===== src/rtl/pascal_subset_tokenizer_defines.svh =====
// ----------------------------------------------------------------------------
// Assertion macros for the tokenizer
// Shared concurrent assertion forms, clocked on clk and disabled in reset.
// ----------------------------------------------------------------------------
`ifndef PASCAL_SUBSET_TOKENIZER_DEFINES_SVH
`define PASCAL_SUBSET_TOKENIZER_DEFINES_SVH

// The property must hold at every clock edge outside reset.
`define PST_ASSERT(label, prop, msg) \
	label: assert property (@(posedge clk) disable iff (!arst_n) (prop)) else $error(msg);

// The condition must never be true outside reset.
`define PST_NEVER(label, cond, msg) \
	label: assert property (@(posedge clk) disable iff (!arst_n) !(cond)) else $error(msg);

`endif


===== src/rtl/pst_pkg.sv =====
// ----------------------------------------------------------------------------
// Tokenizer package
// Types, token codes, character constants and keyword table.
// ----------------------------------------------------------------------------
package pst_pkg;

	localparam int NUM_KW     = 20;
	localparam int TEXT_LEN_W = 6;
	localparam int Q_DEPTH    = 4;
	localparam int Q_PTR_W    = 2;

	localparam logic [30:0] NUM_MAX = 31'h7FFF_FFFF;

	localparam logic [5:0] KIND_UNKNOWN = 6'd0;
	localparam logic [5:0] KIND_IDENT   = 6'd1;
	localparam logic [5:0] KIND_NUMBER  = 6'd2;
	localparam logic [5:0] KIND_CHAR    = 6'd3;
	localparam logic [5:0] KIND_STRING  = 6'd4;
	localparam logic [5:0] KIND_KW0     = 6'd5;
	localparam logic [5:0] KIND_ASSIGN  = 6'd25;
	localparam logic [5:0] KIND_COLON   = 6'd26;
	localparam logic [5:0] KIND_COMMA   = 6'd27;
	localparam logic [5:0] KIND_SLASH   = 6'd28;
	localparam logic [5:0] KIND_EQ      = 6'd29;
	localparam logic [5:0] KIND_GT      = 6'd30;
	localparam logic [5:0] KIND_LBRACK  = 6'd31;
	localparam logic [5:0] KIND_LT      = 6'd32;
	localparam logic [5:0] KIND_LPAREN  = 6'd33;
	localparam logic [5:0] KIND_MINUS   = 6'd34;
	localparam logic [5:0] KIND_GE      = 6'd35;
	localparam logic [5:0] KIND_LE      = 6'd36;
	localparam logic [5:0] KIND_NE      = 6'd37;
	localparam logic [5:0] KIND_DOT     = 6'd38;
	localparam logic [5:0] KIND_PLUS    = 6'd39;
	localparam logic [5:0] KIND_RBRACK  = 6'd40;
	localparam logic [5:0] KIND_RPAREN  = 6'd41;
	localparam logic [5:0] KIND_SEMI    = 6'd42;
	localparam logic [5:0] KIND_STAR    = 6'd43;
	localparam logic [5:0] KIND_ERROR   = 6'd44;

	localparam logic [7:0] CH_TAB    = 8'h09;
	localparam logic [7:0] CH_NL     = 8'h0A;
	localparam logic [7:0] CH_SPACE  = 8'h20;
	localparam logic [7:0] CH_DQUOTE = 8'h22;
	localparam logic [7:0] CH_QUOTE  = 8'h27;
	localparam logic [7:0] CH_ZERO   = 8'h30;
	localparam logic [7:0] CH_COLON  = 8'h3A;
	localparam logic [7:0] CH_LT     = 8'h3C;
	localparam logic [7:0] CH_EQ     = 8'h3D;
	localparam logic [7:0] CH_GT     = 8'h3E;

	// Keyword spellings, right aligned: the first letter is the highest byte of the spelling.
	localparam logic [79:0] KW_TEXT [NUM_KW] = '{
		"array", "begin", "case", "char", "const", "do", "downto", "else", "end", "for",
		"function", "if", "integer", "of", "procedure", "read", "then", "to", "var", "write"
	};
	localparam int KW_LEN [NUM_KW] = '{5, 5, 4, 4, 5, 2, 6, 4, 3, 3, 8, 2, 7, 2, 9, 4, 4, 2, 3, 5};

	typedef enum logic [3:0] {
		MODE_IDLE,
		MODE_IDENT,
		MODE_NUMBER,
		MODE_CHAR_OPEN,
		MODE_CHAR_CLOSE,
		MODE_STRING,
		MODE_COLON,
		MODE_LESS,
		MODE_GREATER
	} pst_mode_t;

	typedef enum logic {
		BK_IDLE,
		BK_EMIT
	} pst_back_state_t;

	typedef struct packed {
		logic [7:0] char_in;
		logic       end_of_input;
	} pst_item_t;

	typedef struct packed {
		logic [5:0]  token_kind;
		logic [30:0] number_value;
		logic [7:0]  text_char;
		logic [4:0]  text_position;
		logic        last_of_token;
		logic [15:0] line_number;
		logic        overflow_flag;
	} pst_result_t;

	// One finished token on its way from the scanner to the emitter.
	typedef struct packed {
		logic [5:0]            kind;
		logic [30:0]           value;
		logic                  ovf;
		logic [15:0]           line;
		logic                  use_mem;
		logic [TEXT_LEN_W-1:0] len;
		logic [7:0]            ch;
		logic                  bank;
	} pst_desc_t;

	function automatic logic is_letter(input logic [7:0] c);
		return (c >= 8'h61 && c <= 8'h7A) || (c >= 8'h41 && c <= 8'h5A);
	endfunction

	function automatic logic is_digit(input logic [7:0] c);
		return c >= 8'h30 && c <= 8'h39;
	endfunction

	// Single-character operator code, or KIND_UNKNOWN when c is not one.
	function automatic logic [5:0] op_kind(input logic [7:0] c);
		logic [5:0] k;
		unique case (c)
			8'h2C:   k = KIND_COMMA;
			8'h2F:   k = KIND_SLASH;
			8'h3D:   k = KIND_EQ;
			8'h5B:   k = KIND_LBRACK;
			8'h28:   k = KIND_LPAREN;
			8'h2D:   k = KIND_MINUS;
			8'h2E:   k = KIND_DOT;
			8'h2B:   k = KIND_PLUS;
			8'h5D:   k = KIND_RBRACK;
			8'h29:   k = KIND_RPAREN;
			8'h3B:   k = KIND_SEMI;
			8'h2A:   k = KIND_STAR;
			default: k = KIND_UNKNOWN;
		endcase
		return k;
	endfunction

	// Narrows the keyword candidates by the character placed at position pos.
	function automatic logic [NUM_KW-1:0] kw_step(input logic [NUM_KW-1:0] m,
			input logic [TEXT_LEN_W-1:0] pos, input logic [7:0] c);
		logic [NUM_KW-1:0] r;
		int sh;
		for (int i = 0; i < NUM_KW; i++) begin
			sh = KW_LEN[i] - 1 - int'(pos);
			if (int'(pos) < KW_LEN[i]) begin
				r[i] = m[i] && (KW_TEXT[i][8*sh +: 8] == c);
			end else begin
				r[i] = 1'b0;
			end
		end
		return r;
	endfunction

	function automatic pst_desc_t mk_desc(input logic [5:0] kind, input logic [30:0] value,
			input logic ovf, input logic [15:0] line, input logic use_mem,
			input logic [TEXT_LEN_W-1:0] len, input logic [7:0] ch, input logic bank);
		pst_desc_t d;
		d.kind    = kind;
		d.value   = value;
		d.ovf     = ovf;
		d.line    = line;
		d.use_mem = use_mem;
		d.len     = len;
		d.ch      = ch;
		d.bank    = bank;
		return d;
	endfunction

endpackage


===== src/rtl/pst_queue.sv =====
// ----------------------------------------------------------------------------
// Token queue
// Four-entry queue between scanner and emitter; takes up to two tokens a cycle.
// ----------------------------------------------------------------------------
`include "pascal_subset_tokenizer_defines.svh"

module pst_queue (
	input  logic                clk,
	input  logic                arst_n,
	input  logic                push_a,
	input  logic                push_b,
	input  pst_pkg::pst_desc_t  desc_a,
	input  pst_pkg::pst_desc_t  desc_b,
	input  logic                head_pop,
	output pst_pkg::pst_desc_t  head,
	output logic                head_valid,
	output logic                room2
);

	pst_pkg::pst_desc_t              entries_q [pst_pkg::Q_DEPTH];
	logic [pst_pkg::Q_PTR_W-1:0]     wp_q;
	logic [pst_pkg::Q_PTR_W-1:0]     rp_q;
	logic [pst_pkg::Q_PTR_W:0]       count_q;
	logic [pst_pkg::Q_PTR_W-1:0]     wp_b;

	assign wp_b       = wp_q + 1'b1;
	assign head       = entries_q[rp_q];
	assign head_valid = (count_q != '0);
	assign room2      = (count_q <= (pst_pkg::Q_PTR_W+1)'(pst_pkg::Q_DEPTH - 2));

	always_ff @(posedge clk) begin
		if (push_a) begin
			entries_q[wp_q] <= desc_a;
		end
		if (push_b) begin
			entries_q[wp_b] <= desc_b;
		end
	end

	always_ff @(posedge clk or negedge arst_n) begin
		if (!arst_n) begin
			wp_q    <= '0;
			rp_q    <= '0;
			count_q <= '0;
		end else begin
			wp_q    <= wp_q + pst_pkg::Q_PTR_W'(push_a) + pst_pkg::Q_PTR_W'(push_b);
			rp_q    <= rp_q + pst_pkg::Q_PTR_W'(head_pop);
			count_q <= count_q + (pst_pkg::Q_PTR_W+1)'(push_a) + (pst_pkg::Q_PTR_W+1)'(push_b)
				- (pst_pkg::Q_PTR_W+1)'(head_pop);
		end
	end

	`PST_NEVER(a_q_overflow, count_q > (pst_pkg::Q_PTR_W+1)'(pst_pkg::Q_DEPTH), "token queue overflow")
	`PST_ASSERT(a_q_b_after_a, push_b |-> push_a, "second token pushed without first")
	`PST_ASSERT(a_q_pop_nonempty, head_pop |-> (count_q != '0), "pop from empty token queue")

endmodule


===== src/rtl/pst_front.sv =====
// ----------------------------------------------------------------------------
// Tokenizer scanner
// Takes source characters, tracks the scan mode and issues finished tokens.
// ----------------------------------------------------------------------------
module pst_front #(
	parameter int MAX_TEXT  = 32,
	parameter int LINE_BITS = 16
) (
	input  logic                     clk,
	input  logic                     arst_n,
	input  logic                     push,
	input  pst_pkg::pst_item_t       item,
	output logic                     full,
	input  logic                     room2,
	input  logic                     buf_done,
	output logic                     push_a,
	output logic                     push_b,
	output pst_pkg::pst_desc_t       desc_a,
	output pst_pkg::pst_desc_t       desc_b,
	output logic                     mem_we,
	output logic [$clog2(MAX_TEXT):0] mem_waddr,
	output logic [7:0]               mem_wdata
);

	localparam int IDX_W = $clog2(MAX_TEXT);
	localparam int LW    = pst_pkg::TEXT_LEN_W;

	pst_pkg::pst_mode_t         mode_q, mode_n;
	logic [LW-1:0]              len_q, len_n;
	logic                       cut_q, cut_n;
	logic [30:0]                acc_q, acc_n;
	logic                       sat_q, sat_n;
	logic [LINE_BITS-1:0]       line_q, line_n;
	logic [LINE_BITS-1:0]       start_q, start_n;
	logic                       halt_q, halt_n;
	logic                       bank_q, bank_n;
	logic [pst_pkg::NUM_KW-1:0] kwm_q, kwm_n;
	logic                       busy_q, busy_n;

	logic                       accept;
	logic [7:0]                 c;
	logic [pst_pkg::NUM_KW-1:0] kw_hit;
	logic [5:0]                 kw_kind;
	pst_pkg::pst_desc_t         ident_tok;
	pst_pkg::pst_desc_t         num_tok;
	pst_pkg::pst_desc_t         ft, bt;
	logic                       fv, bv, do_begin;
	logic [34:0]                acc_x10;
	logic [5:0]                 opk;

	function automatic logic [15:0] line16(input logic [LINE_BITS-1:0] x);
		logic [31:0] t;
		t = 32'(x);
		return t[15:0];
	endfunction

	assign full   = busy_q || !room2;
	assign accept = push && !full;
	assign c      = item.char_in;
	assign opk    = pst_pkg::op_kind(c);

	always_comb begin
		kw_kind = pst_pkg::KIND_KW0;
		for (int i = 0; i < pst_pkg::NUM_KW; i++) begin
			kw_hit[i] = kwm_q[i] && (len_q == LW'(pst_pkg::KW_LEN[i]));
			if (kw_hit[i]) begin
				kw_kind = pst_pkg::KIND_KW0 + 6'(i);
			end
		end
	end

	// An identifier that was cut never becomes a keyword.
	always_comb begin
		if (!cut_q && (kw_hit != '0)) begin
			ident_tok = pst_pkg::mk_desc(kw_kind, '0, 1'b0, line16(start_q), 1'b0, '0, '0,
				bank_q);
		end else begin
			ident_tok = pst_pkg::mk_desc(pst_pkg::KIND_IDENT, '0, cut_q, line16(start_q), 1'b1,
				len_q, '0, bank_q);
		end
		num_tok = pst_pkg::mk_desc(pst_pkg::KIND_NUMBER, acc_q, sat_q, line16(start_q), 1'b0,
			'0, '0, bank_q);
	end

	assign acc_x10 = {1'b0, acc_q, 3'b000} + {3'b000, acc_q, 1'b0} + 35'(c - pst_pkg::CH_ZERO);

	always_comb begin
		mode_n    = mode_q;
		len_n     = len_q;
		cut_n     = cut_q;
		acc_n     = acc_q;
		sat_n     = sat_q;
		line_n    = line_q;
		start_n   = start_q;
		halt_n    = halt_q;
		bank_n    = bank_q;
		kwm_n     = kwm_q;
		busy_n    = busy_q && !buf_done;
		mem_we    = 1'b0;
		mem_waddr = {bank_q, len_q[IDX_W-1:0]};
		mem_wdata = c;
		fv        = 1'b0;
		ft        = ident_tok;
		bv        = 1'b0;
		bt        = ident_tok;
		do_begin  = 1'b0;

		if (accept) begin
			if (item.end_of_input) begin
				if (!halt_q) begin
					case (mode_q) inside
						pst_pkg::MODE_IDENT: begin
							fv = 1'b1;
							ft = ident_tok;
						end
						pst_pkg::MODE_NUMBER: begin
							fv = 1'b1;
							ft = num_tok;
						end
						pst_pkg::MODE_CHAR_OPEN, pst_pkg::MODE_CHAR_CLOSE,
						pst_pkg::MODE_STRING: begin
							fv = 1'b1;
							ft = pst_pkg::mk_desc(pst_pkg::KIND_ERROR, '0, 1'b0,
								line16(start_q), 1'b0, '0, '0, bank_q);
						end
						pst_pkg::MODE_COLON: begin
							fv = 1'b1;
							ft = pst_pkg::mk_desc(pst_pkg::KIND_COLON, '0, 1'b0,
								line16(start_q), 1'b0, '0, '0, bank_q);
						end
						pst_pkg::MODE_LESS: begin
							fv = 1'b1;
							ft = pst_pkg::mk_desc(pst_pkg::KIND_LT, '0, 1'b0,
								line16(start_q), 1'b0, '0, '0, bank_q);
						end
						pst_pkg::MODE_GREATER: begin
							fv = 1'b1;
							ft = pst_pkg::mk_desc(pst_pkg::KIND_GT, '0, 1'b0,
								line16(start_q), 1'b0, '0, '0, bank_q);
						end
						default: begin
						end
					endcase
				end
				mode_n  = pst_pkg::MODE_IDLE;
				len_n   = '0;
				cut_n   = 1'b0;
				acc_n   = '0;
				sat_n   = 1'b0;
				line_n  = LINE_BITS'(1);
				start_n = LINE_BITS'(1);
				halt_n  = 1'b0;
			end else if (!halt_q) begin
				case (mode_q)
					pst_pkg::MODE_IDENT: begin
						if (pst_pkg::is_letter(c) || pst_pkg::is_digit(c)) begin
							if (len_q < LW'(MAX_TEXT)) begin
								mem_we = 1'b1;
								len_n  = len_q + 1'b1;
								kwm_n  = pst_pkg::kw_step(kwm_q, len_q, c);
							end else begin
								cut_n = 1'b1;
							end
						end else begin
							fv       = 1'b1;
							ft       = ident_tok;
							do_begin = 1'b1;
						end
					end
					pst_pkg::MODE_NUMBER: begin
						if (pst_pkg::is_digit(c)) begin
							if (!sat_q) begin
								if (acc_x10 > 35'(pst_pkg::NUM_MAX)) begin
									acc_n = pst_pkg::NUM_MAX;
									sat_n = 1'b1;
								end else begin
									acc_n = acc_x10[30:0];
								end
							end
						end else begin
							fv       = 1'b1;
							ft       = num_tok;
							do_begin = 1'b1;
						end
					end
					pst_pkg::MODE_CHAR_OPEN: begin
						mem_we = 1'b1;
						len_n  = len_q + 1'b1;
						mode_n = pst_pkg::MODE_CHAR_CLOSE;
					end
					pst_pkg::MODE_CHAR_CLOSE: begin
						mode_n = pst_pkg::MODE_IDLE;
						fv     = 1'b1;
						if (c == pst_pkg::CH_QUOTE) begin
							ft = pst_pkg::mk_desc(pst_pkg::KIND_CHAR, '0, 1'b0, line16(start_q),
								1'b1, len_q, '0, bank_q);
						end else begin
							ft = pst_pkg::mk_desc(pst_pkg::KIND_ERROR, '0, 1'b0,
								line16(start_q), 1'b0, '0, '0, bank_q);
							halt_n = 1'b1;
						end
					end
					pst_pkg::MODE_STRING: begin
						if (c == pst_pkg::CH_DQUOTE) begin
							mode_n = pst_pkg::MODE_IDLE;
							fv     = 1'b1;
							ft     = pst_pkg::mk_desc(pst_pkg::KIND_STRING, '0, cut_q,
								line16(start_q), len_q != '0, len_q, '0, bank_q);
						end else if (len_q < LW'(MAX_TEXT)) begin
							mem_we = 1'b1;
							len_n  = len_q + 1'b1;
						end else begin
							cut_n = 1'b1;
						end
					end
					pst_pkg::MODE_COLON: begin
						mode_n = pst_pkg::MODE_IDLE;
						fv     = 1'b1;
						if (c == pst_pkg::CH_EQ) begin
							ft = pst_pkg::mk_desc(pst_pkg::KIND_ASSIGN, '0, 1'b0,
								line16(start_q), 1'b0, '0, '0, bank_q);
						end else begin
							ft = pst_pkg::mk_desc(pst_pkg::KIND_COLON, '0, 1'b0,
								line16(start_q), 1'b0, '0, '0, bank_q);
							do_begin = 1'b1;
						end
					end
					pst_pkg::MODE_LESS: begin
						mode_n = pst_pkg::MODE_IDLE;
						fv     = 1'b1;
						if (c == pst_pkg::CH_EQ) begin
							ft = pst_pkg::mk_desc(pst_pkg::KIND_LE, '0, 1'b0,
								line16(start_q), 1'b0, '0, '0, bank_q);
						end else if (c == pst_pkg::CH_GT) begin
							ft = pst_pkg::mk_desc(pst_pkg::KIND_NE, '0, 1'b0,
								line16(start_q), 1'b0, '0, '0, bank_q);
						end else begin
							ft = pst_pkg::mk_desc(pst_pkg::KIND_LT, '0, 1'b0,
								line16(start_q), 1'b0, '0, '0, bank_q);
							do_begin = 1'b1;
						end
					end
					pst_pkg::MODE_GREATER: begin
						mode_n = pst_pkg::MODE_IDLE;
						fv     = 1'b1;
						if (c == pst_pkg::CH_EQ) begin
							ft = pst_pkg::mk_desc(pst_pkg::KIND_GE, '0, 1'b0,
								line16(start_q), 1'b0, '0, '0, bank_q);
						end else begin
							ft = pst_pkg::mk_desc(pst_pkg::KIND_GT, '0, 1'b0,
								line16(start_q), 1'b0, '0, '0, bank_q);
							do_begin = 1'b1;
						end
					end
					default: begin
						do_begin = 1'b1;
					end
				endcase

				// A new token starts in the other text bank, so the emitter may still
				// read the previous token's text while this one is written.
				if (do_begin) begin
					mode_n  = pst_pkg::MODE_IDLE;
					start_n = line_q;
					len_n   = '0;
					cut_n   = 1'b0;
					bank_n  = ~bank_q;
					if (pst_pkg::is_letter(c)) begin
						mem_we    = 1'b1;
						mem_waddr = {~bank_q, IDX_W'(0)};
						len_n     = LW'(1);
						kwm_n     = pst_pkg::kw_step('1, '0, c);
						mode_n    = pst_pkg::MODE_IDENT;
					end else if (pst_pkg::is_digit(c)) begin
						acc_n  = 31'(c - pst_pkg::CH_ZERO);
						sat_n  = 1'b0;
						mode_n = pst_pkg::MODE_NUMBER;
					end else if (c == pst_pkg::CH_QUOTE) begin
						mode_n = pst_pkg::MODE_CHAR_OPEN;
					end else if (c == pst_pkg::CH_DQUOTE) begin
						mode_n = pst_pkg::MODE_STRING;
					end else if (c == pst_pkg::CH_COLON) begin
						mode_n = pst_pkg::MODE_COLON;
					end else if (c == pst_pkg::CH_LT) begin
						mode_n = pst_pkg::MODE_LESS;
					end else if (c == pst_pkg::CH_GT) begin
						mode_n = pst_pkg::MODE_GREATER;
					end else if (opk != pst_pkg::KIND_UNKNOWN) begin
						bv = 1'b1;
						bt = pst_pkg::mk_desc(opk, '0, 1'b0, line16(line_q), 1'b0, '0, '0,
							bank_q);
					end else if (c != pst_pkg::CH_SPACE && c != pst_pkg::CH_TAB
							&& c != pst_pkg::CH_NL) begin
						// The unknown character travels inside the token itself.
						bv = 1'b1;
						bt = pst_pkg::mk_desc(pst_pkg::KIND_UNKNOWN, '0, 1'b0, line16(line_q),
							1'b0, LW'(1), c, bank_q);
					end
				end

				if (c == pst_pkg::CH_NL && line_q != '1) begin
					line_n = line_q + 1'b1;
				end
			end
		end

		if ((fv && ft.use_mem) || (bv && bt.use_mem)) begin
			busy_n = 1'b1;
		end
	end

	always_comb begin
		push_a = fv || bv;
		push_b = fv && bv;
		desc_a = fv ? ft : bt;
		desc_b = bt;
	end

	always_ff @(posedge clk or negedge arst_n) begin
		if (!arst_n) begin
			mode_q  <= pst_pkg::MODE_IDLE;
			len_q   <= '0;
			cut_q   <= 1'b0;
			acc_q   <= '0;
			sat_q   <= 1'b0;
			line_q  <= LINE_BITS'(1);
			start_q <= LINE_BITS'(1);
			halt_q  <= 1'b0;
			bank_q  <= 1'b0;
			kwm_q   <= '0;
			busy_q  <= 1'b0;
		end else begin
			mode_q  <= mode_n;
			len_q   <= len_n;
			cut_q   <= cut_n;
			acc_q   <= acc_n;
			sat_q   <= sat_n;
			line_q  <= line_n;
			start_q <= start_n;
			halt_q  <= halt_n;
			bank_q  <= bank_n;
			kwm_q   <= kwm_n;
			busy_q  <= busy_n;
		end
	end

endmodule


===== src/rtl/pst_back.sv =====
// ----------------------------------------------------------------------------
// Tokenizer emitter
// Holds the text memory and sends each token one text character per result.
// ----------------------------------------------------------------------------
module pst_back #(
	parameter int MAX_TEXT = 32
) (
	input  logic                      clk,
	input  logic                      arst_n,
	input  pst_pkg::pst_desc_t        head,
	input  logic                      head_valid,
	output logic                      head_pop,
	input  logic                      mem_we,
	input  logic [$clog2(MAX_TEXT):0] mem_waddr,
	input  logic [7:0]                mem_wdata,
	output logic                      buf_done,
	input  logic                      pop,
	output logic                      empty,
	output pst_pkg::pst_result_t      result
);

	localparam int IDX_W  = $clog2(MAX_TEXT);
	localparam int ADDR_W = IDX_W + 1;
	localparam int LW     = pst_pkg::TEXT_LEN_W;

	logic [7:0]                 mem [2**ADDR_W];
	logic [7:0]                 rdata_q;
	logic [ADDR_W-1:0]          raddr;

	pst_pkg::pst_back_state_t   state_q, state_n;
	pst_pkg::pst_desc_t         cur_q;
	logic [LW-1:0]              k_q;
	logic [LW-1:0]              k_inc;
	logic [LW-1:0]              nres;
	logic                       last;
	logic                       slot_free;
	logic                       load;
	logic                       adv;
	logic [7:0]                 text;
	pst_pkg::pst_result_t       res_q;
	logic                       res_v_q;

	always_ff @(posedge clk) begin
		if (mem_we) begin
			mem[mem_waddr] <= mem_wdata;
		end
		rdata_q <= mem[raddr];
	end

	assign k_inc     = k_q + 1'b1;
	assign nres      = (cur_q.len == '0) ? LW'(1) : cur_q.len;
	assign last      = (k_inc == nres);
	assign slot_free = !res_v_q || pop;
	assign text      = cur_q.use_mem ? rdata_q : cur_q.ch;

	always_comb begin
		state_n = state_q;
		unique case (state_q)
			pst_pkg::BK_IDLE: begin
				if (head_valid) begin
					state_n = pst_pkg::BK_EMIT;
				end
			end
			pst_pkg::BK_EMIT: begin
				if (slot_free && last) begin
					state_n = pst_pkg::BK_IDLE;
				end
			end
			default: state_n = pst_pkg::BK_IDLE;
		endcase
	end

	// The read address runs one step ahead so the character is ready when the
	// output register has room.
	always_comb begin
		head_pop = 1'b0;
		load     = 1'b0;
		adv      = 1'b0;
		buf_done = 1'b0;
		raddr    = {head.bank, IDX_W'(0)};
		unique case (state_q)
			pst_pkg::BK_IDLE: begin
				head_pop = head_valid;
			end
			pst_pkg::BK_EMIT: begin
				load     = slot_free;
				adv      = slot_free && !last;
				buf_done = slot_free && last && cur_q.use_mem;
				raddr    = {cur_q.bank, adv ? k_inc[IDX_W-1:0] : k_q[IDX_W-1:0]};
			end
			default: begin
			end
		endcase
	end

	always_ff @(posedge clk) begin
		if (head_pop) begin
			cur_q <= head;
		end
		if (load) begin
			res_q.token_kind    <= cur_q.kind;
			res_q.number_value  <= cur_q.value;
			res_q.text_char     <= text;
			res_q.text_position <= k_q[4:0];
			res_q.last_of_token <= last;
			res_q.line_number   <= cur_q.line;
			res_q.overflow_flag <= cur_q.ovf;
		end
	end

	always_ff @(posedge clk or negedge arst_n) begin
		if (!arst_n) begin
			state_q <= pst_pkg::BK_IDLE;
			k_q     <= '0;
			res_v_q <= 1'b0;
		end else begin
			state_q <= state_n;
			if (head_pop) begin
				k_q <= '0;
			end else if (adv) begin
				k_q <= k_inc;
			end
			if (load) begin
				res_v_q <= 1'b1;
			end else if (pop) begin
				res_v_q <= 1'b0;
			end
		end
	end

	assign empty  = !res_v_q;
	assign result = res_q;

endmodule


===== src/rtl/pascal_subset_tokenizer.sv =====
// A finished token goes via the queue and the emitter's token register to the output register.
// Throughput: one character per cycle while the queue has room for two tokens; after a token
// with text, input holds until the emitter has read its last character from the text memory.
// Results leave at one per cycle within a token while pop keeps up; between tokens the emitter
// passes through its idle state while it takes the next token from the queue.
// Reset is asynchronous and needs no clearing pass; the block takes input right after it.
// ----------------------------------------------------------------------------
// Pascal subset tokenizer
// Scanner and emitter joined by a short token queue; results leave one text
// character at a time through a registered output.
// ----------------------------------------------------------------------------
module pascal_subset_tokenizer #(
	parameter int MAX_TEXT  = 32,
	parameter int LINE_BITS = 16
) (
	input  logic                 clk,
	input  logic                 arst_n,
	input  logic                 push,
	input  pst_pkg::pst_item_t   item,
	output logic                 full,
	input  logic                 pop,
	output logic                 empty,
	output pst_pkg::pst_result_t result
);

	logic                      room2;
	logic                      buf_done;
	logic                      push_a;
	logic                      push_b;
	pst_pkg::pst_desc_t        desc_a;
	pst_pkg::pst_desc_t        desc_b;
	pst_pkg::pst_desc_t        head;
	logic                      head_valid;
	logic                      head_pop;
	logic                      mem_we;
	logic [$clog2(MAX_TEXT):0] mem_waddr;
	logic [7:0]                mem_wdata;

	pst_front #(
		.MAX_TEXT  (MAX_TEXT),
		.LINE_BITS (LINE_BITS)
	) u_front (
		.clk       (clk),
		.arst_n    (arst_n),
		.push      (push),
		.item      (item),
		.full      (full),
		.room2     (room2),
		.buf_done  (buf_done),
		.push_a    (push_a),
		.push_b    (push_b),
		.desc_a    (desc_a),
		.desc_b    (desc_b),
		.mem_we    (mem_we),
		.mem_waddr (mem_waddr),
		.mem_wdata (mem_wdata)
	);

	pst_queue u_queue (
		.clk        (clk),
		.arst_n     (arst_n),
		.push_a     (push_a),
		.push_b     (push_b),
		.desc_a     (desc_a),
		.desc_b     (desc_b),
		.head_pop   (head_pop),
		.head       (head),
		.head_valid (head_valid),
		.room2      (room2)
	);

	pst_back #(
		.MAX_TEXT (MAX_TEXT)
	) u_back (
		.clk        (clk),
		.arst_n     (arst_n),
		.head       (head),
		.head_valid (head_valid),
		.head_pop   (head_pop),
		.mem_we     (mem_we),
		.mem_waddr  (mem_waddr),
		.mem_wdata  (mem_wdata),
		.buf_done   (buf_done),
		.pop        (pop),
		.empty      (empty),
		.result     (result)
	);

endmodule

===== config.mk =====
export PLATFORM = sky130hd
export DESIGN_NAME = pascal_subset_tokenizer
export DESIGN_NICKNAME = d
export VERILOG_FILES = /design/src/rtl/pst_pkg.sv /design/src/rtl/pst_queue.sv /design/src/rtl/pst_front.sv /design/src/rtl/pst_back.sv /design/src/rtl/pascal_subset_tokenizer.sv
export VERILOG_INCLUDE_DIRS = /design/src /design/src/rtl
export SDC_FILE = /design/constraint.sdc
export NUM_CORES = 2
export LEC_CHECK = 0
export CORE_UTILIZATION = 45
export CTS_CLUSTER_SIZE = 20
export DETAILED_ROUTE_END_ITERATION = 16
export DONT_BUFFER_PORTS = 1
export SYNTH_ARGS = -nofsm -noshare
export SYNTH_HDL_FRONTEND = slang
export SYNTH_HIERARCHICAL = 1
export SYNTH_SLANG_ARGS = --single-unit

===== constraint.sdc =====
create_clock -name clk -period 14.7 [get_ports clk]
set_clock_uncertainty 0.05 [all_clocks]
set_input_delay 0.735 -clock clk [delete_from_list [all_inputs] [get_ports clk]]
set_output_delay 0.735 -clock clk [all_outputs]
set_load 0.02 [all_outputs]

# After elaboration in Yosys (flattened, before gate mapping)
# Memory sizes are Yosys's and may differ from the RTL's. A register that Yosys moved wholly into a read port is not among the register bits.
# Cells that the tools add are included.
# totals
reg_bits	251
n_memories	2
wordCells	466
mem_bits_rw	792
out_inout_bits	70
input_bits	13
# op_classes
shifts	20
n_eq_ne	76
add_sub_neg	22
n_lt_le_gt_ge	17
n_mux	203
bitwise_logic	4
n_reduce_logical	90
# memory_table
memory	words	word_bits	read_ports	rd_clocked_by_memory_dff	write_ports	line	text
u_back.mem	64	8	1	1	1	pst_back.sv:26	logic [7:0] mem [2**ADDR_W];
u_queue.entries_q	4	70	1	0	2	pst_queue.sv:20	pst_pkg::pst_desc_t entries_q [pst_pkg::Q_DEPTH];
# op_table
operator	n
70-bit 2-to-1 mux	30
80-bit by 32-bit variable part select with 8-bit output, first input constant	20
70-bit case mux with 6 select lines	1
31-bit 2-to-1 mux	9
6-bit 2-to-1 mux	33
8-bit == test	20
8-bit by 6-bit == test with 1-bit output, second input constant	15
7-bit by 8-bit == test with 1-bit output, first input constant	13
20-bit 2-to-1 mux	5
16-bit 2-to-1 mux	6
1-bit 2-to-1 mux	95
6-bit case mux with 12 select lines	1
67-bit 2-to-1 mux	1
66-bit 2-to-1 mux	1
1-bit logical AND	55
4-bit 2-to-1 mux	11
34-bit by 32-bit adder with 35-bit output	1
35-bit adder	1
35-bit by 31-bit greater-than comparator with 1-bit output, second input constant	1
3-bit by 6-bit subtractor with 7-bit output, first input constant	4
6-bit by 3-bit == test with 1-bit output, second input constant	4
6-bit by 3-bit < comparator with 1-bit output, second input constant	4
20-bit nonzero test	1
6-bit case mux with 3 select lines	1
56 further kinds	99

# Logic depth before layout (Yosys ltp)
# depth
depth_word	38
depth_mapped	21
mapped_depth_nobuf	16

# Cells and area by module
# The synthesis kept the hierarchy.
# by_module_without_submodules
module	seq_area_each_um2	area_each_um2	n_inst	cells_per_inst
pst_back	19879.1	25844.8	1	1769
pst_queue	8583.2	13815.8	1	712
pst_front	2454.9	12937.4	1	1697

# Worst setup path after synthesis
# OpenSTA, ideal clock, no wires.
# synth_timing
path_type	input-to-reg
startpoint	input item[5] in the netlist's numbering
endpoint	memory u_queue/entries_q[0][0] in the netlist's numbering, enable pin
setup_time_ns	0.595
path_buffers	6
cell_stages	17
required_ns	14.055
slack_ns	5.532
arrival_time_ns	8.524
path_cell_list	clkbuf_1 -> clkinv_1 -> clkbuf_1 -> ha_1 -> buf_2 -> or3b_1 -> buf_2 -> nor3_4 -> nor2_1 -> nor2_1 -> nor3_1 -> a221o_1 -> buf_2 -> buf_1 -> nand2_1 -> nand2b_1 -> o21ai_0
# synth_rtl
item	line	text
from (decl)	pascal_subset_tokenizer.sv:19	input pst_pkg::pst_item_t item,
to (decl)	pst_queue.sv:20	

==> results.txt <==
The average routed wire per standard cell came out at 24.5 um. The final setup TNS is 0 ns. The worst setup path is launched from an input port. The run finished with clean final reports. The critical path is of the input port to flop type. The fraction of synthesis flops using an asynchronous set or reset pin is 0.108. Setup repair after global routing left no endpoint under its margin. Data on the critical path arrives at its endpoint at 6.72 ns. During synthesis, Yosys emitted a total of 6 warnings.

The later-pin clock latency in the skew report is 0.72 ns. The headroom to the max-slew limit is 0.189. The count of nets left with antenna violations once routing finished came out at 0. Synthesis produced 4178 cells. The sequential area share after synthesis is 0.588. The reported max-cap violation count came out at 0. The first-pass GRT wire length is 210 mm. The fraction of layout cells with a size suffix above 1 is 0.162. After synthesis, the largest family of logic cells by area is simple AND/OR/NAND/NOR gates.

The post-route non-filler standard cell count is 5675. The count of hold-fix buffers inserted at cts came out at 2. The overall power consumption came out at 0.00844 W. After clock tree synthesis, the clock-pin slew on the worst setup and hold paths is 0.06 ns. After synthesis, the mean cell area works out to 12.6 um2. The number of setup buffers added after CTS is 0. The x dimension of the die is 344 um. The maximum VDD drop came out at 0.000162 V. The instance count after placement with tap cells included came out at 5472. After layout, the worst setup slack is 8.39 ns. Clock tree synthesis selected as its root buffer the cell clkbuf_16.

For this design, the sink count on the clock tree is 1051. During I/O placement, the number of pins put on the boundary was 83. The cell area power density came out at 148 nW/um2. The clock tree from TritonCTS is yes.

Of the total synthesized cell area, the portion taken by XOR and XNOR cells is 0.0163. The area enclosed by the die boundary is 118000 um2. Buffers placed on the I/O ports in this run total 0.

After legalization and detailed placement, the total HPWL measured 85.9 mm. Summed over all instances, the cell type with the most area after synthesis is edfxtp_1. The count of final max-slew check failures is 0. Prior to clock tree synthesis, the placed netlist has a worst setup slack of 7.79 ns. The clock tree buffer depth came out at 3. The count of flip-flops with a built-in enable after synthesis is 930.

The number of global-route vias before repair is 33000. At the pin with the least slew margin, the transition time is 1.21 ns. The total vias in the final route came out at 34000. Of the total synthesized cell area, the portion taken by full adders, half adders and majority gates is 0.0280. The number of antenna violations at the first check in global routing is 0. The element type at the critical path end is a flop. In the finished design, the share of the clock period the worst path needs comes to 0.429. The post-detailed-routing wire length came out at 139 mm. The starting utilization of the core area came out at 0.453. At the end of routability-driven placement, the weighted congestion stood at 0.912.

The compound-cell area share of the yosys netlist is 0.0968. The layout overhead on the synthesized area came out at 8.25%. The count of routing violations after the opening detailed-route iteration is 3382. The count of state elements after synthesis came out at 1051. Synthesis instantiated 117 different standard cells from the library. In this run the static leakage power is 20.0 nW.

Gates resized during post-CTS repair numbered 0. The initialized floorplan defines 125 standard-cell rows. The detailed-route vias per instance is 5.99. The standard cell area after detailed placement is 53500 um2. The data required time of the critical path is 15.11 ns.

The pin count of the biggest net entering global routing came out at 150. The mux share of post-synthesis cell area came out at 0.116. The final-stage net count came out at 4171. The number of buffers created by CTS is 108. By area the synthesized netlist is led by edfxtp_1 (53%), mux2_2 (6.5%), dfrtp_1 (5.3%). The share of the synthesized area in the top cell type is 0.531. The simple-gate share of the synthesized area came out at 0.119. Along the worst path, the maximum fanout reaches 91.

The tightest min-delay check is of the input port to flop type. The final setup violation count came out at 0. The placeable core area is 116000 um2. The prevailing post-synth register cell is edfxtp_1. The H-tree depth reported by CTS is 3. The total congestion overflow after global routing came out at 0. Summing every instance area after synthesis gives 52600 um2.

The floorplan step set the die height to 344 um. For this run, the detailed router's first-pass iteration total came to 6. The hold violation count in the final report came out at 0. The maximum operating frequency is 158 MHz. The final standard cell area without fillers came out at 56900 um2. The total global-route track usage is 0.234.

The DRC violation count after routing came out at 0. The smallest clock period supported by the final layout is computed as 6.31 ns.
[metal layers]
metal	vias up	GRT usage	wire, um	share of wire
li1	15500	-	-	-
met1	17100	0.336	62000	0.45
met2	1197	0.363	64000	0.46
met3	182	0.0486	10600	0.076
met4	0	0.0601	2580	0.019
met5	-	0	0	0
[cell usage after synthesis, types with 27 or more instances]
cell and n:
a21o_1 28, a21oi_1 166, a31oi_1 53, and2_1 51, buf_2 107, buf_4 53, clkbuf_1 107, dfrtp_1 111
edfxtp_1 930, fa_1 33, ha_1 65, inv_1 55, mux2_2 302, mux2i_1 81, mux4_2 70, nand2_1 591
nand3_1 179, nand4_1 27, nor2_1 216, nor3_1 92, o211ai_1 34, o21ai_0 139, or3_1 27, xnor2_1 65
xor2_1 33
[power breakdown]
| part | internal [W] | total (W) | switching [W] |
|---|---|---|---|
| sequential | 0.00339 | 0.00355 | 0.000164 |
| clock | 0.00153 | 0.00268 | 0.00115 |
| combinational | 0.000724 | 0.00221 | 0.00149 |
[cells by family after synthesis]
logic type,Yosys count
flip-flops,1051
buffers and inverters,366
other,1
XOR/XNOR,98
AND/OR/NAND/NOR,1354
multiplexers,475
adder cells (fa/ha/maj),98
AO/OA/AOI/OAI,735
[area by class of cell]
| cell class | count | area (um2) |
|---|---|---|
| repair buffers | 48 | 408 |
| diodes | 2 | 5.00 |
| multi-input cells | 2791 | 20000 |
| inverters | 60 | 225 |
| clock buffers | 134 | 2880 |
| well taps | 1524 | 1910 |
| clock inverters | 65 | 539 |
| fillers | 10100 | 59100 |
| flip-flops and latches | 1051 | 30900 |
[final timing paths]
path | depth (start not counted) | slack [ns] | to | startpoint
max in group asynchronous | 2 | 13.22 | u_queue/rp_q[0] | arst_n
worst max register to register | 10 | 8.76 | u_back/mem[37][2] | u_front/mode_q[2]
worst max-delay path | 13 | 8.39 | u_queue/entries_q[2][69] | item[5]
worst min register to register | 0 | 0.36 | u_back/result[44] | u_back/cur_q[46]
min in group asynchronous | 2 | 0.60 | u_front/acc_q[14] | arst_n
worst min-delay path | 1 | 0.10 | u_front/mode_q[3] | item[0]
[worst max-delay path: stages]
cell and delay [ns]:
clkinv_1 0.58, ha_1 0.61, or3b_1 0.39, nor3_1 0.08, o221ai_1 0.30, o2111ai_1 0.64, nand2_1 0.37, a21o_1 0.44
nor2_1 0.26, nand3b_1 0.72, buf_4 0.46, buf_4 0.58, mux2_2 0.41
[cell usage in the layout (no fill, tap or decap), types with 70 or more instances in the layout]
master,instances
edfxtp_1,930
clkbuf_16,111
dfrtp_1,108
o21ai_0,137
mux2_2,302
nand3_1,178
mux2i_1,81
mux4_2,70
nor2_1,212
nand2_1,591
a21oi_1,165
nor3_1,91
[metrics by stage]
stage	hold slack, ns	util
2_1_floorplan	0.350	-
6_report	0.102	0.491
3_3_place_gp	0.352	0.461
4_1_cts	0.0500	0.491
3_5_place_dp	0.355	0.461
5_1_grt	0.0659	0.491
[sequential cells by signal, indices dropped and copies added (netlist names), 2 cells and up]
register and flops:
u_back/cur_q 70, u_back/k_q 6, u_back/mem 512, u_back/rdata_q 8, u_back/result 68, u_front/acc_q 31
u_front/kwm_q 20, u_front/len_q 6, u_front/line_q 16, u_front/mode_q 4, u_front/start_q 16, u_queue/count_q 3
u_queue/entries_q 280, u_queue/rp_q 2, u_queue/wp_q 2
(Power assumes the default switching activity.)
